## config.mk

```make
export PLATFORM = sky130hd
export DESIGN_NAME = traffic_walk_light_fsm
export DESIGN_NICKNAME = d
export VERILOG_FILES = /design/src/design/twl_pkg.sv /design/src/design/twl_cfg.sv /design/src/design/twl_core.sv /design/src/design/traffic_walk_light_fsm.sv
export SDC_FILE = /design/constraint.sdc
export NUM_CORES = 1
export LEC_CHECK = 0
export BUFFER_PORTS_ARGS = -buffer_cell sky130_fd_sc_hd__buf_2
export CAP_MARGIN = 30
export CORE_ASPECT_RATIO = 1.1
export CORE_MARGIN = 2
export CORE_UTILIZATION = 35
export DETAILED_ROUTE_END_ITERATION = 8
export PLACE_DENSITY = 0.61
export SLEW_MARGIN = 40
export SYNTH_ARGS = -nofsm -noshare
export SYNTH_HDL_FRONTEND = slang
export SYNTH_SLANG_ARGS = --single-unit
export TNS_END_PERCENT = 30
```

## constraint.sdc

```tcl
create_clock -name i_clk -period 5 [get_ports i_clk]
set_input_delay 0.75 -clock i_clk [delete_from_list [all_inputs] [get_ports i_clk]]
set_output_delay 0.75 -clock i_clk [all_outputs]
set_load 0.02 [all_outputs]
```

## src/design/twl_pkg.sv

```systemverilog
// Package for the traffic and walk light controller.
// Holds the state encoding, the lamp and next-state tables and the register map.
// Used by twl_cfg, twl_core and traffic_walk_light_fsm; depends on nothing.
package twl_pkg;

    // Field widths
    localparam int SENS_W  = 3;
    localparam int TLAMP_W = 6;
    localparam int WLAMP_W = 3;
    localparam int IDX_W   = 4;
    localparam int DWELL_W = 8;
    localparam int NSTATES = 13;

    // Register map and reset values
    localparam int                 PADDR_W        = 3;
    localparam logic               REG_LONG_DWELL  = 1'b0;
    localparam logic               REG_SHORT_DWELL = 1'b1;
    localparam logic [DWELL_W-1:0] LONG_DWELL_RST  = 8'd100;
    localparam logic [DWELL_W-1:0] SHORT_DWELL_RST = 8'd25;

    // Lamp codes
    localparam logic [TLAMP_W-1:0] TL_ALL_RED = 6'h24;
    localparam logic [TLAMP_W-1:0] TL_S_GRN   = 6'h0C;
    localparam logic [TLAMP_W-1:0] TL_S_YEL   = 6'h14;
    localparam logic [TLAMP_W-1:0] TL_W_GRN   = 6'h21;
    localparam logic [TLAMP_W-1:0] TL_W_YEL   = 6'h22;
    localparam logic [WLAMP_W-1:0] WL_OFF     = 3'd0;
    localparam logic [WLAMP_W-1:0] WL_DONT    = 3'd1;
    localparam logic [WLAMP_W-1:0] WL_WALK    = 3'd7;

    // State numbers as they appear on the output
    localparam logic [IDX_W-1:0] I_ALLRED = 4'd0;
    localparam logic [IDX_W-1:0] I_WALK   = 4'd1;
    localparam logic [IDX_W-1:0] I_WARN1  = 4'd2;
    localparam logic [IDX_W-1:0] I_OFF1   = 4'd3;
    localparam logic [IDX_W-1:0] I_WARN2  = 4'd4;
    localparam logic [IDX_W-1:0] I_OFF2   = 4'd5;
    localparam logic [IDX_W-1:0] I_WARN3  = 4'd6;
    localparam logic [IDX_W-1:0] I_SGRN   = 4'd7;
    localparam logic [IDX_W-1:0] I_SYEL   = 4'd8;
    localparam logic [IDX_W-1:0] I_SRED   = 4'd9;
    localparam logic [IDX_W-1:0] I_WGRN   = 4'd10;
    localparam logic [IDX_W-1:0] I_WYEL   = 4'd11;
    localparam logic [IDX_W-1:0] I_WRED   = 4'd12;

    // One-hot state encoding
    typedef enum logic [NSTATES-1:0] {
        S_ALLRED = 13'b0000000000001,
        S_WALK   = 13'b0000000000010,
        S_WARN1  = 13'b0000000000100,
        S_OFF1   = 13'b0000000001000,
        S_WARN2  = 13'b0000000010000,
        S_OFF2   = 13'b0000000100000,
        S_WARN3  = 13'b0000001000000,
        S_SGRN   = 13'b0000010000000,
        S_SYEL   = 13'b0000100000000,
        S_SRED   = 13'b0001000000000,
        S_WGRN   = 13'b0010000000000,
        S_WYEL   = 13'b0100000000000,
        S_WRED   = 13'b1000000000000
    } t_state;

    // Dwell settings as seen by the controller core
    typedef struct packed {
        logic [DWELL_W-1:0] long_dwell;
        logic [DWELL_W-1:0] short_dwell;
    } t_dwell_cfg;

    // Next-state table: row is the current state, column the sensor value
    localparam logic [IDX_W-1:0] SUCC [NSTATES][8] = '{
        '{I_ALLRED, I_WGRN,  I_SGRN,  I_SGRN,  I_WALK,  I_WALK,  I_WALK,  I_WALK },
        '{I_WARN1,  I_WARN1, I_WARN1, I_WARN1, I_WALK,  I_WARN1, I_WARN1, I_WARN1},
        '{I_OFF1,   I_OFF1,  I_OFF1,  I_OFF1,  I_OFF1,  I_OFF1,  I_OFF1,  I_OFF1 },
        '{I_WARN2,  I_WARN2, I_WARN2, I_WARN2, I_WARN2, I_WARN2, I_WARN2, I_WARN2},
        '{I_OFF2,   I_OFF2,  I_OFF2,  I_OFF2,  I_OFF2,  I_OFF2,  I_OFF2,  I_OFF2 },
        '{I_WARN3,  I_WARN3, I_WARN3, I_WARN3, I_WARN3, I_WARN3, I_WARN3, I_WARN3},
        '{I_ALLRED, I_WGRN,  I_SGRN,  I_SGRN,  I_WALK,  I_WGRN,  I_SGRN,  I_SGRN },
        '{I_SYEL,   I_SYEL,  I_SGRN,  I_SYEL,  I_SYEL,  I_SYEL,  I_SYEL,  I_SYEL },
        '{I_SRED,   I_SRED,  I_SRED,  I_SRED,  I_SRED,  I_SRED,  I_SRED,  I_SRED },
        '{I_ALLRED, I_WGRN,  I_SGRN,  I_WGRN,  I_WALK,  I_WGRN,  I_WALK,  I_WGRN },
        '{I_WYEL,   I_WGRN,  I_WYEL,  I_WYEL,  I_WYEL,  I_WYEL,  I_WYEL,  I_WYEL },
        '{I_WRED,   I_WRED,  I_WRED,  I_WRED,  I_WRED,  I_WRED,  I_WRED,  I_WRED },
        '{I_ALLRED, I_WGRN,  I_SGRN,  I_SGRN,  I_WALK,  I_WALK,  I_WALK,  I_WALK }
    };

    // State number of a one-hot state
    function automatic logic [IDX_W-1:0] state_to_idx(input t_state s);
        logic [IDX_W-1:0] r;
        unique case (s)
            S_ALLRED: r = I_ALLRED;
            S_WALK:   r = I_WALK;
            S_WARN1:  r = I_WARN1;
            S_OFF1:   r = I_OFF1;
            S_WARN2:  r = I_WARN2;
            S_OFF2:   r = I_OFF2;
            S_WARN3:  r = I_WARN3;
            S_SGRN:   r = I_SGRN;
            S_SYEL:   r = I_SYEL;
            S_SRED:   r = I_SRED;
            S_WGRN:   r = I_WGRN;
            S_WYEL:   r = I_WYEL;
            S_WRED:   r = I_WRED;
            default:  r = I_ALLRED;
        endcase
        return r;
    endfunction

    // One-hot state of a state number
    function automatic t_state idx_to_state(input logic [IDX_W-1:0] i);
        t_state r;
        unique case (i)
            I_ALLRED: r = S_ALLRED;
            I_WALK:   r = S_WALK;
            I_WARN1:  r = S_WARN1;
            I_OFF1:   r = S_OFF1;
            I_WARN2:  r = S_WARN2;
            I_OFF2:   r = S_OFF2;
            I_WARN3:  r = S_WARN3;
            I_SGRN:   r = S_SGRN;
            I_SYEL:   r = S_SYEL;
            I_SRED:   r = S_SRED;
            I_WGRN:   r = S_WGRN;
            I_WYEL:   r = S_WYEL;
            I_WRED:   r = S_WRED;
            default:  r = S_ALLRED;
        endcase
        return r;
    endfunction

    // Traffic lamps shown in a state
    function automatic logic [TLAMP_W-1:0] traffic_of(input t_state s);
        logic [TLAMP_W-1:0] r;
        unique case (s)
            S_SGRN:  r = TL_S_GRN;
            S_SYEL:  r = TL_S_YEL;
            S_WGRN:  r = TL_W_GRN;
            S_WYEL:  r = TL_W_YEL;
            default: r = TL_ALL_RED;
        endcase
        return r;
    endfunction

    // Walk lamps shown in a state
    function automatic logic [WLAMP_W-1:0] walk_of(input t_state s);
        logic [WLAMP_W-1:0] r;
        unique case (s)
            S_WALK:         r = WL_WALK;
            S_OFF1, S_OFF2: r = WL_OFF;
            default:        r = WL_DONT;
        endcase
        return r;
    endfunction

    // The four middle blink states use the short dwell
    function automatic logic is_short(input t_state s);
        return (s == S_WARN1) || (s == S_OFF1) || (s == S_WARN2) || (s == S_OFF2);
    endfunction

endpackage

```

## src/design/twl_cfg.sv

```systemverilog
// Configuration register file of the traffic and walk light controller.
// Holds the long and short dwell registers behind an APB-style port.
// Depends on twl_pkg.
module twl_cfg
    import twl_pkg::*;
(
    input  logic               i_clk,
    input  logic               i_rst_n,
    input  logic               psel,
    input  logic               penable,
    input  logic               pwrite,
    input  logic [PADDR_W-1:0] paddr,
    input  logic [31:0]        pwdata,
    output logic [31:0]        prdata,
    output logic               pready,
    output t_dwell_cfg         o_cfg
);

    logic [DWELL_W-1:0] r_long_dwell;
    logic [DWELL_W-1:0] r_short_dwell;
    logic               wr_en;
    logic               reg_sel;

    assign pready  = 1'b1;
    assign wr_en   = psel && penable && pwrite;
    assign reg_sel = paddr[2];

    // Register writes; addresses beyond the list alias onto the two registers.
    always_ff @(posedge i_clk) begin
        if (!i_rst_n) begin
            r_long_dwell  <= LONG_DWELL_RST;
            r_short_dwell <= SHORT_DWELL_RST;
        end else if (wr_en) begin
            unique case (reg_sel)
                REG_LONG_DWELL:  r_long_dwell  <= pwdata[DWELL_W-1:0];
                REG_SHORT_DWELL: r_short_dwell <= pwdata[DWELL_W-1:0];
                default: ;
            endcase
        end
    end

    // Read data is the selected register, zero-extended.
    always_comb begin
        unique case (reg_sel)
            REG_LONG_DWELL:  prdata = {{(32-DWELL_W){1'b0}}, r_long_dwell};
            REG_SHORT_DWELL: prdata = {{(32-DWELL_W){1'b0}}, r_short_dwell};
            default:         prdata = '0;
        endcase
    end

    assign o_cfg.long_dwell  = r_long_dwell;
    assign o_cfg.short_dwell = r_short_dwell;

`ifndef SYNTHESIS
    // A completed write lands in the register that the address selects.
    a_wr_long: assert property (@(posedge i_clk) disable iff (!i_rst_n)
        (wr_en && reg_sel == REG_LONG_DWELL) |=> r_long_dwell == $past(pwdata[DWELL_W-1:0]))
        else $error("long dwell write lost");
    a_wr_short: assert property (@(posedge i_clk) disable iff (!i_rst_n)
        (wr_en && reg_sel == REG_SHORT_DWELL) |=> r_short_dwell == $past(pwdata[DWELL_W-1:0]))
        else $error("short dwell write lost");
    // Without a write both registers hold.
    a_hold: assert property (@(posedge i_clk) disable iff (!i_rst_n)
        !wr_en |=> $stable(r_long_dwell) && $stable(r_short_dwell))
        else $error("dwell register changed without a write");
`endif

endmodule

```

## src/design/twl_core.sv

```systemverilog
// State and dwell counter of the traffic and walk light controller.
// Presents the current state's lamps and advances once per tick.
// Depends on twl_pkg.
module twl_core
    import twl_pkg::*;
(
    input  logic               i_clk,
    input  logic               i_rst_n,
    input  logic               i_step,
    input  logic [SENS_W-1:0]  i_sensors,
    input  t_dwell_cfg         i_cfg,
    output logic [TLAMP_W-1:0] o_traffic_lamps,
    output logic [WLAMP_W-1:0] o_walk_lamps,
    output logic [IDX_W-1:0]   o_state_index
);

    t_state             r_state;
    t_state             n_state;
    logic [DWELL_W-1:0] r_ticks;
    logic [DWELL_W-1:0] n_ticks;
    logic [IDX_W-1:0]   cur_idx;
    logic               dwell_done;

    assign cur_idx    = state_to_idx(r_state);
    assign dwell_done = (r_ticks <= DWELL_W'(1));

    // Lamps of the state held during this tick.
    assign o_traffic_lamps = traffic_of(r_state);
    assign o_walk_lamps    = walk_of(r_state);
    assign o_state_index   = cur_idx;

    // Next state from the table at dwell end, else count down.
    always_comb begin
        n_state = r_state;
        n_ticks = r_ticks - DWELL_W'(1);
        if (dwell_done) begin
            n_state = idx_to_state(SUCC[cur_idx][i_sensors]);
            n_ticks = is_short(n_state) ? i_cfg.short_dwell : i_cfg.long_dwell;
        end
    end

    always_ff @(posedge i_clk) begin
        if (!i_rst_n) begin
            r_state <= S_ALLRED;
            r_ticks <= LONG_DWELL_RST;
        end else if (i_step) begin
            r_state <= n_state;
            r_ticks <= n_ticks;
        end
    end

`ifndef SYNTHESIS
    // While the dwell runs the state holds and the count drops by one.
    a_count: assert property (@(posedge i_clk) disable iff (!i_rst_n)
        (i_step && !dwell_done) |=> $stable(r_state) && r_ticks == $past(r_ticks) - 8'd1)
        else $error("dwell countdown broken");
    // A blink state is always entered with the short dwell loaded.
    a_short_load: assert property (@(posedge i_clk) disable iff (!i_rst_n)
        (i_step && dwell_done && is_short(n_state))
        |=> r_ticks == $past(i_cfg.short_dwell))
        else $error("short dwell not loaded");
    // Without a tick nothing moves.
    a_idle: assert property (@(posedge i_clk) disable iff (!i_rst_n)
        !i_step |=> $stable(r_state) && $stable(r_ticks))
        else $error("state moved without a tick");
`endif

endmodule

```

## src/design/traffic_walk_light_fsm.sv

```systemverilog
// Top level of the traffic and walk light controller.
// Channel     Dir  tdata bits (low to high)                          Handshake
// s_axis      in   [2:0] sensors, [7:3] zero                        tvalid/tready
// m_axis      out  [5:0] traffic_lamps, [8:6] walk_lamps,
//                  [12:9] state_index, [15:13] zero                 tvalid/tready
// apb         in   long_dwell at 0x0, short_dwell at 0x4            psel/penable
// A tick loads the current state's lamps into the output register; the state table
// lookup and the dwell decrement feed the state registers. One tick is accepted per
// cycle but for the hold-off below. Reset (synchronous, active low) returns to the
// all-red state with a dwell of 100 and the dwell registers to 100 and 25. A tick is
// held off only while a result waits in the output register and the sink is not ready.
// Depends on twl_pkg, twl_cfg and twl_core.
module traffic_walk_light_fsm
    import twl_pkg::*;
(
    input  logic               i_clk,
    input  logic               i_rst_n,
    // Ticks: [2:0] sensors
    input  logic               s_axis_tvalid,
    output logic               s_axis_tready,
    input  logic [7:0]         s_axis_tdata,
    // Results: [5:0] traffic_lamps, [8:6] walk_lamps, [12:9] state_index
    output logic               m_axis_tvalid,
    input  logic               m_axis_tready,
    output logic [15:0]        m_axis_tdata,
    // Configuration
    input  logic               psel,
    input  logic               penable,
    input  logic               pwrite,
    input  logic [PADDR_W-1:0] paddr,
    input  logic [31:0]        pwdata,
    output logic [31:0]        prdata,
    output logic               pready
);

    t_dwell_cfg         cfg;
    logic               step;
    logic [TLAMP_W-1:0] traffic_lamps;
    logic [WLAMP_W-1:0] walk_lamps;
    logic [IDX_W-1:0]   state_index;
    logic               r_valid;
    logic [15:0]        r_data;

    twl_cfg u_cfg (
        .i_clk   (i_clk),
        .i_rst_n (i_rst_n),
        .psel    (psel),
        .penable (penable),
        .pwrite  (pwrite),
        .paddr   (paddr),
        .pwdata  (pwdata),
        .prdata  (prdata),
        .pready  (pready),
        .o_cfg   (cfg)
    );

    // A word enters when the output register is empty or being emptied.
    assign s_axis_tready = !r_valid || m_axis_tready;
    assign step          = s_axis_tvalid && s_axis_tready;

    twl_core u_core (
        .i_clk           (i_clk),
        .i_rst_n         (i_rst_n),
        .i_step          (step),
        .i_sensors       (s_axis_tdata[SENS_W-1:0]),
        .i_cfg           (cfg),
        .o_traffic_lamps (traffic_lamps),
        .o_walk_lamps    (walk_lamps),
        .o_state_index   (state_index)
    );

    // Output register.
    always_ff @(posedge i_clk) begin
        if (!i_rst_n) begin
            r_valid <= 1'b0;
        end else if (s_axis_tready) begin
            r_valid <= s_axis_tvalid;
        end
    end

    always_ff @(posedge i_clk) begin
        if (step) begin
            r_data <= {3'b000, state_index, walk_lamps, traffic_lamps};
        end
    end

    assign m_axis_tvalid = r_valid;
    assign m_axis_tdata  = r_data;

`ifndef SYNTHESIS
    // An accepted tick shows up as a result on the next cycle.
    a_result: assert property (@(posedge i_clk) disable iff (!i_rst_n)
        step |=> m_axis_tvalid)
        else $error("accepted tick produced no result");
    // A waiting result blocks further ticks.
    a_block: assert property (@(posedge i_clk) disable iff (!i_rst_n)
        (m_axis_tvalid && !m_axis_tready) |-> !s_axis_tready)
        else $error("tick accepted over a pending result");
    // The padding bits of a result stay zero.
    a_pad: assert property (@(posedge i_clk) disable iff (!i_rst_n)
        m_axis_tvalid |-> m_axis_tdata[15:13] == 3'b000)
        else $error("result padding not zero");
`endif

endmodule

```

======== Yosys cells after proc, flatten, opt, wreduce, memory -nomap -nowiden ========
Memory sizes are Yosys's and may differ from the RTL's.
Cells that the tools add are included.
cells by class
  multiplexer cells ....................... 12
  eq/ne operators ......................... 16
  magnitude comparators ................... 3
  $add $sub $neg .......................... 1
  bitwise logic cells ..................... 3
  reduce and logical (&&, ||, !) cells .... 12
operators with widths
  operator                                                                          number
  32-bit two-way mux                                                                2
  32-bit one-hot mux with 2 select lines                                            1
  4-bit one-hot mux with 12 select lines                                            1
  13-bit by 3-bit == test with 1-bit output, second input constant                  2
  13-bit by 4-bit == test with 1-bit output, second input constant                  2
  13-bit by 5-bit == test with 1-bit output, second input constant                  2
  13-bit by 6-bit == test with 1-bit output, second input constant                  2
  6-bit one-hot mux with 4 select lines                                             1
  8-bit two-way mux                                                                 2
  13-bit by 10-bit == test with 1-bit output, second input constant                 1
  13-bit by 11-bit == test with 1-bit output, second input constant                 1
  13-bit by 12-bit == test with 1-bit output, second input constant                 1
  13-bit == test, second input constant                                             1
  13-bit by 2-bit == test with 1-bit output, second input constant                  1
  13-bit by 7-bit == test with 1-bit output, second input constant                  1
  13-bit by 8-bit == test with 1-bit output, second input constant                  1
  13-bit by 9-bit == test with 1-bit output, second input constant                  1
  13-bit two-way mux                                                                1
  4-bit binary-select mux with 3-bit select                                         1
  8-bit by 1-bit less-or-equal comparator with 1-bit output, second input constant  1
  4-bit two-way mux                                                                 2
  8-bit by 1-bit subtractor with 8-bit output, second input constant                1
  3-bit one-hot mux with 2 select lines                                             1
  2-bit AND reduction                                                               3
  other kinds (9)                                                                   14
storage, ports and cells
  register bits ........................... 51
  input bits .............................. 50
  ROM bits ................................ 720
  logic and storage cells ................. 55
  output and inout port bits .............. 51
  memories kept ........................... 2
memories
  memory           depth  width  read ports  clocked after memory_dff  write ports  line            source
  (no name shown)  16     32     1           0                         0            twl_core.sv:37  n_state = idx_to_state(SUCC[cur_idx][i_sensors]);
  (no name shown)  16     13     1           0                         0            twl_pkg.sv:111  unique case (i)

======== Longest topological paths before layout ========
An unclocked memory read counts as a cell.
  depth after elaboration ................. 17
  gate-level depth with buffers ........... 15
  depth with buffers taken out ............ 13

======== By module ========
Synthesis repeated with hierarchy kept, for this count alone.
second synthesis, totals
  cells, all modules ...................... 409
  area total of the unflattened synthesis .. 3,624.7 µm²
by module, submodules not included
  module                  instances  sequential area each (µm²)  area an instance (µm²)  cells each
  twl_core                1          420.4                       2,177.1                 282
  twl_cfg                 1          320.3                       973.4                   105
  traffic_walk_light_fsm  1          410.4                       474.2                   22

======== Worst setup path after synthesis ========
Ideal clock, no wire load.
  kind .................................... register to register
  start ................................... register u_core.r_state[5]
  end ..................................... register u_core.r_ticks[5]
  period minus slack after synthesis ...... 3,989 ps
  stages on the path, launching flop included .. 16
  arrival ................................. 3,848 ps
  required time ........................... 4,859 ps
  setup slack ............................. 1,011 ps
  path buffers ............................ 2
  path through ............................ dfxtp_1 -> buf_6 -> or4_4 -> or4b_4 -> a21oi_4 -> nor2_1 -> inv_1 -> ha_1 -> nor2b_1 -> a221oi_1 -> a2111o_1 -> a32oi_4 -> mux2i_2 -> buf_6 -> mux2i_1 -> o211ai_1
on the way
  word-level cells in the longest chain between the ends .. 17
  elaborated cells on any way between the ends .. 31
  those cells by class .................... 16 x eq/ne; 9 x mux; 1 x bitwise; 3 x reduce/logical; 2 x memory
ends and longest elaborated chain
  what                                                                                                    line                          source
  from (decl)                                                                                             twl_core.sv:17                t_state r_state;
  from (signal assigned)                                                                                  twl_core.sv:47                r_state <= n_state;
  13-bit == test (tied with other cells)                                                                  twl_pkg.sv:89                 unique case (s)
  4-bit one-hot mux with 12 select lines *                                                                twl_pkg.sv:89
  named net state_index[0]                                                                                traffic_walk_light_fsm.sv:40  logic [IDX_W-1:0] state_index;
  4-bit inverter with 5-bit output (not written as such) *                                                twl_core.sv:37
  memory read 16 x 32 bit *                                                                               -
  32-bit two-way mux (not written as such) * (2 in series)                                                twl_core.sv:37
  4-bit binary-select mux with 3-bit select *                                                             twl_core.sv:37
  4-bit two-way mux (not written as such) * (2 in series)                                                 twl_core.sv:37
  memory read 16 x 13 bit *                                                                               -
  13-bit two-way mux *                                                                                    twl_core.sv:36                if (dwell_done) begin
  13-bit by 3-bit == test with 1-bit output or 13-bit by 4-bit == test with 1-bit output (tied branches)  twl_pkg.sv:156                return (s == S_WARN1) || (s == S_OFF1) || (s == S_WARN2) || (s == S_OFF2);
  1-bit logical OR (2 in series)                                                                          twl_pkg.sv:156
  1-bit logical OR *                                                                                      twl_pkg.sv:156
  8-bit two-way mux *                                                                                     twl_core.sv:38                n_ticks = is_short(n_state) ? i_cfg.short_dwell : i_cfg.long_dwell;
  8-bit two-way mux *                                                                                     twl_core.sv:36
  to (signal assigned)                                                                                    twl_core.sv:48                r_ticks <= n_ticks;
  to (decl)                                                                                               twl_core.sv:19                logic [DWELL_W-1:0] r_ticks;
The timed path passes the listed nets; every way through them passes the cells marked *. The select of a mux whose other input is x is not followed.
A chain may end at the register's enable or synchronous reset.

======== Final worst setup path ========
  start ................................... register u_core.r_state[5]
  end ..................................... register u_core.r_ticks[7]
Same word-level chain as after synthesis.

==> impl_metrics.yaml <==
cts:
  cts_buffers: 5
  postCtsHoldBufs: 0
  post-cts-setup-buffer-count: 0
  clock_path_buffers: 2
  clock_latency_ns: 0.30
  post_cts_resized: 0
  cts_htree_levels: 2
  root_buffer: "clkbuf_8"
  cts.sinks: 50
  clk_pin_slew_worst_paths_ns: 0.09
  cts_tree: "done"
logic_synthesis:
  syn-cell-area_mm2: 0.00341
  synthArstFlopShare_pct: 0
  synth_cell_types: 70
  synthFlopType: "dfxtp_1"
  avgSynthCellArea_um2: 8.24
  ys.warnings.count: 0
  syn_inst: 414
  synth_edf_count: 12
  yosysSeqAreaShare_pct: 32.8
  synth_seq_cells: 50
grt:
  grt.total_usage_pct: 14.3
  antenna_found_initial: 0
  overflow: 0
  grt_start_max_net_pins: 25
  grt_pass1_vias: 2695
  grt_pass1_wl_um: 12700
final_layout:
  syn_to_final_growth_pct: 6.56
  fin_nets: 497
  drive_gt1_share_pct: 17.8
  diodes: 0
setup_path:
  startpoint_type: "register"
  cp.arrival_ns: 4.76
  path_buf_inv: 2
  path_class: "reg2reg"
  required_ns: 5.17
  end_kind: "register"
  cp_slowest_cell: "or4_4"
  crit_fanout: 11
  cpPeakStageDelay_ns: 0.56
  path_cells: "or4_4, or4b_4, a21oi_4, nor2_1, inv_1, ha_1, nor2b_1, a221oi_1, a2111o_1, a32oi_4, mux2i_2, buf_4, mux2i_1, a21oi_1"
  cp_top_family: "simple AND/OR/NAND/NOR gates"
detailed_routing:
  viasPerCell: 5.24
  first_pass_iters: 4
  routedWlPerCell_um: 13.4
  wl_um: 7480
  first_iter_violations: 90
  drc: 0
  vias: 2914
  antenna_left: 0
floorplanning:
  dieArea_mm2: 0.0106
  die_width_um: 98.2
  rows: 37
  ioPinCount: 101
  start_util_pct: 36.1
  die_y_um: 108
  core_area_mm2: 0.00944
power_and_ir_drop:
  peakVddDrop_uv: 90.8
  power.density_mw_per_mm2: 216
  p_leak_nw: 1.49
sta:
  final.setup.tns_ns: 0
  rsz0062_at_grt: "no"
  fin_crit_sh_pct: 91.8
  max-slew-margin-rel_pct: 48.4
  fin_crit_ns: 4.59
  finalClockSkew_ns: 0.00866
  setup_viol: 0
  hold_slack_ns: 0.470
  maxSlewViolCount: 0
  max_freq_mhz: 218
  hold_viol: 0
  worstMarginPinSlew_ns: 0.774
run_status:
  outcome: "completed"
place:
  routabilityCongestion: 0.880
  io_buffers: 41
  place_hpwl_um: 5490
worst_hold_path:
  min_path_type: "reg2reg"
flow_run:
  cap_violations: 0
==> worst reg2reg max path, stage by stage (launching register included) <==
cell and delay, ns:
dfxtp_1 0.41, or4_4 0.56, or4b_4 0.55, a21oi_4 0.24, nor2_1 0.19, inv_1 0.15, ha_1 0.31, nor2b_1 0.26
a221oi_1 0.12, a2111o_1 0.41, a32oi_4 0.38, mux2i_2 0.27, buf_4 0.23, mux2i_1 0.29, a21oi_1 0.10
==> path summary, 6_finish.rpt <==
kind                          start                      to  slack [ns]  depth (start not counted)
max               u_core.r_state[5]       u_core.r_ticks[7]        0.41                         14
min          u_cfg.r_short_dwell[7]  u_cfg.r_short_dwell[7]        0.47                          2
max reg2reg       u_core.r_state[5]       u_core.r_ticks[7]        0.41                         14
min reg2reg  u_cfg.r_short_dwell[7]  u_cfg.r_short_dwell[7]        0.47                          2
==> layout make-up <==
cell class	instances	area, µm²
clock buffers	6	72.6
clock inverters	1	6.26
fillers	1003	5810
inverters	16	60.1
multi-input cells	321	2000
flip-flops and latches	50	1120
well taps	117	146
repair buffers	45	235
==> cells in the final DEF, fill, tap and decap left out, types with 6 or more instances in the layout <==
cell and n:
edfxtp_1 12, mux2_2 9, buf_2 41, a21oi_1 30
nand2b_1 7, o21ai_0 8, nor2_1 25, mux2i_1 8
conb_1 28, o211ai_1 6, nand3_1 17, ha_1 8
inv_1 14, dfxtp_1 38, nor3_1 16, nand2_1 64
==> registers in the layout, indices dropped and copies added, names as in the netlist <==
register             flops
m_axis_tdata            12
m_axis_tvalid            1
u_cfg.r_long_dwell       8
u_cfg.r_short_dwell      8
u_core.r_state          13
u_core.r_ticks           8
==> report_power, final <==
part	internal, mW	switching, mW
sequential	0.423	0.00727
clock	0.0967	0.130
combinational	0.0418	0.0858
total	0.562	0.223
==> cell usage after synthesis (3+ instances only) <==
cell,instances,area [µm²]
nor2_1,25,93.8
o31ai_1,4,30.0
a21oi_1,30,150
dfxtp_1,38,761
mux2i_1,8,80.1
nor3_1,16,80.1
inv_1,14,52.6
a32oi_1,3,26.3
nand2_1,64,240
nor3b_1,4,30.0
a211oi_1,3,22.5
edfxtp_1,12,360
nand4_1,4,25.0
and3_1,3,18.8
o211ai_1,6,45.0
nor4_1,4,25.0
ha_1,8,100
o221ai_1,4,35.0
buf_4,30,225
or3_1,5,31.3
nand3_1,17,85.1
nand2b_1,7,43.8
nor4b_1,5,43.8
mux2_2,9,101
buf_2,6,30.0
o21ai_0,8,40.0
clkbuf_1,13,48.8
or2_2,3,18.8
xor2_1,5,43.8
==> cells by family (layout without fill, tap and decap cells) <==
logic type | after synthesis | after routing | share of synthesized area [%]
xor+xnor | 7 | 7 | 1.80
compound gates | 87 | 87 | 19.4
mux | 18 | 18 | 5.72
flops | 50 | 50 | 32.8
simple gates | 173 | 173 | 25.5
fa+ha+maj | 8 | 8 | 2.93
other cells | 2 | 28 | 0.220
buf+inv | 69 | 68 | 11.5
==> metrics by stage <==
step	setup WS [ns]	utilization, %	cell area, µm²	cells	total power, mW
after floorplan	1.01	-	3510	440	0.553
after global placement	0.465	37.7	3560	549	0.565
after detailed placement	0.444	37.7	3560	549	0.567
after CTS	0.427	38.5	3640	556	0.795
after global routing	0.0901	38.5	3640	556	0.829
final	0.409	38.5	3640	556	0.785
==> routing by layer <==
| layer | routed length, µm | vias to the layer above | track usage [%] |
|---|---|---|---|
| met5 | 0 | - | 0 |
| met3 | 382 | 6 | 2.73 |
| li1 | - | 1476 | - |
| met1 | 3410 | 1338 | 17.8 |
| met4 | 55 | 0 | 2.74 |
| met2 | 3630 | 94 | 25.9 |
No activity file was read; power rests on OpenSTA's default activity.
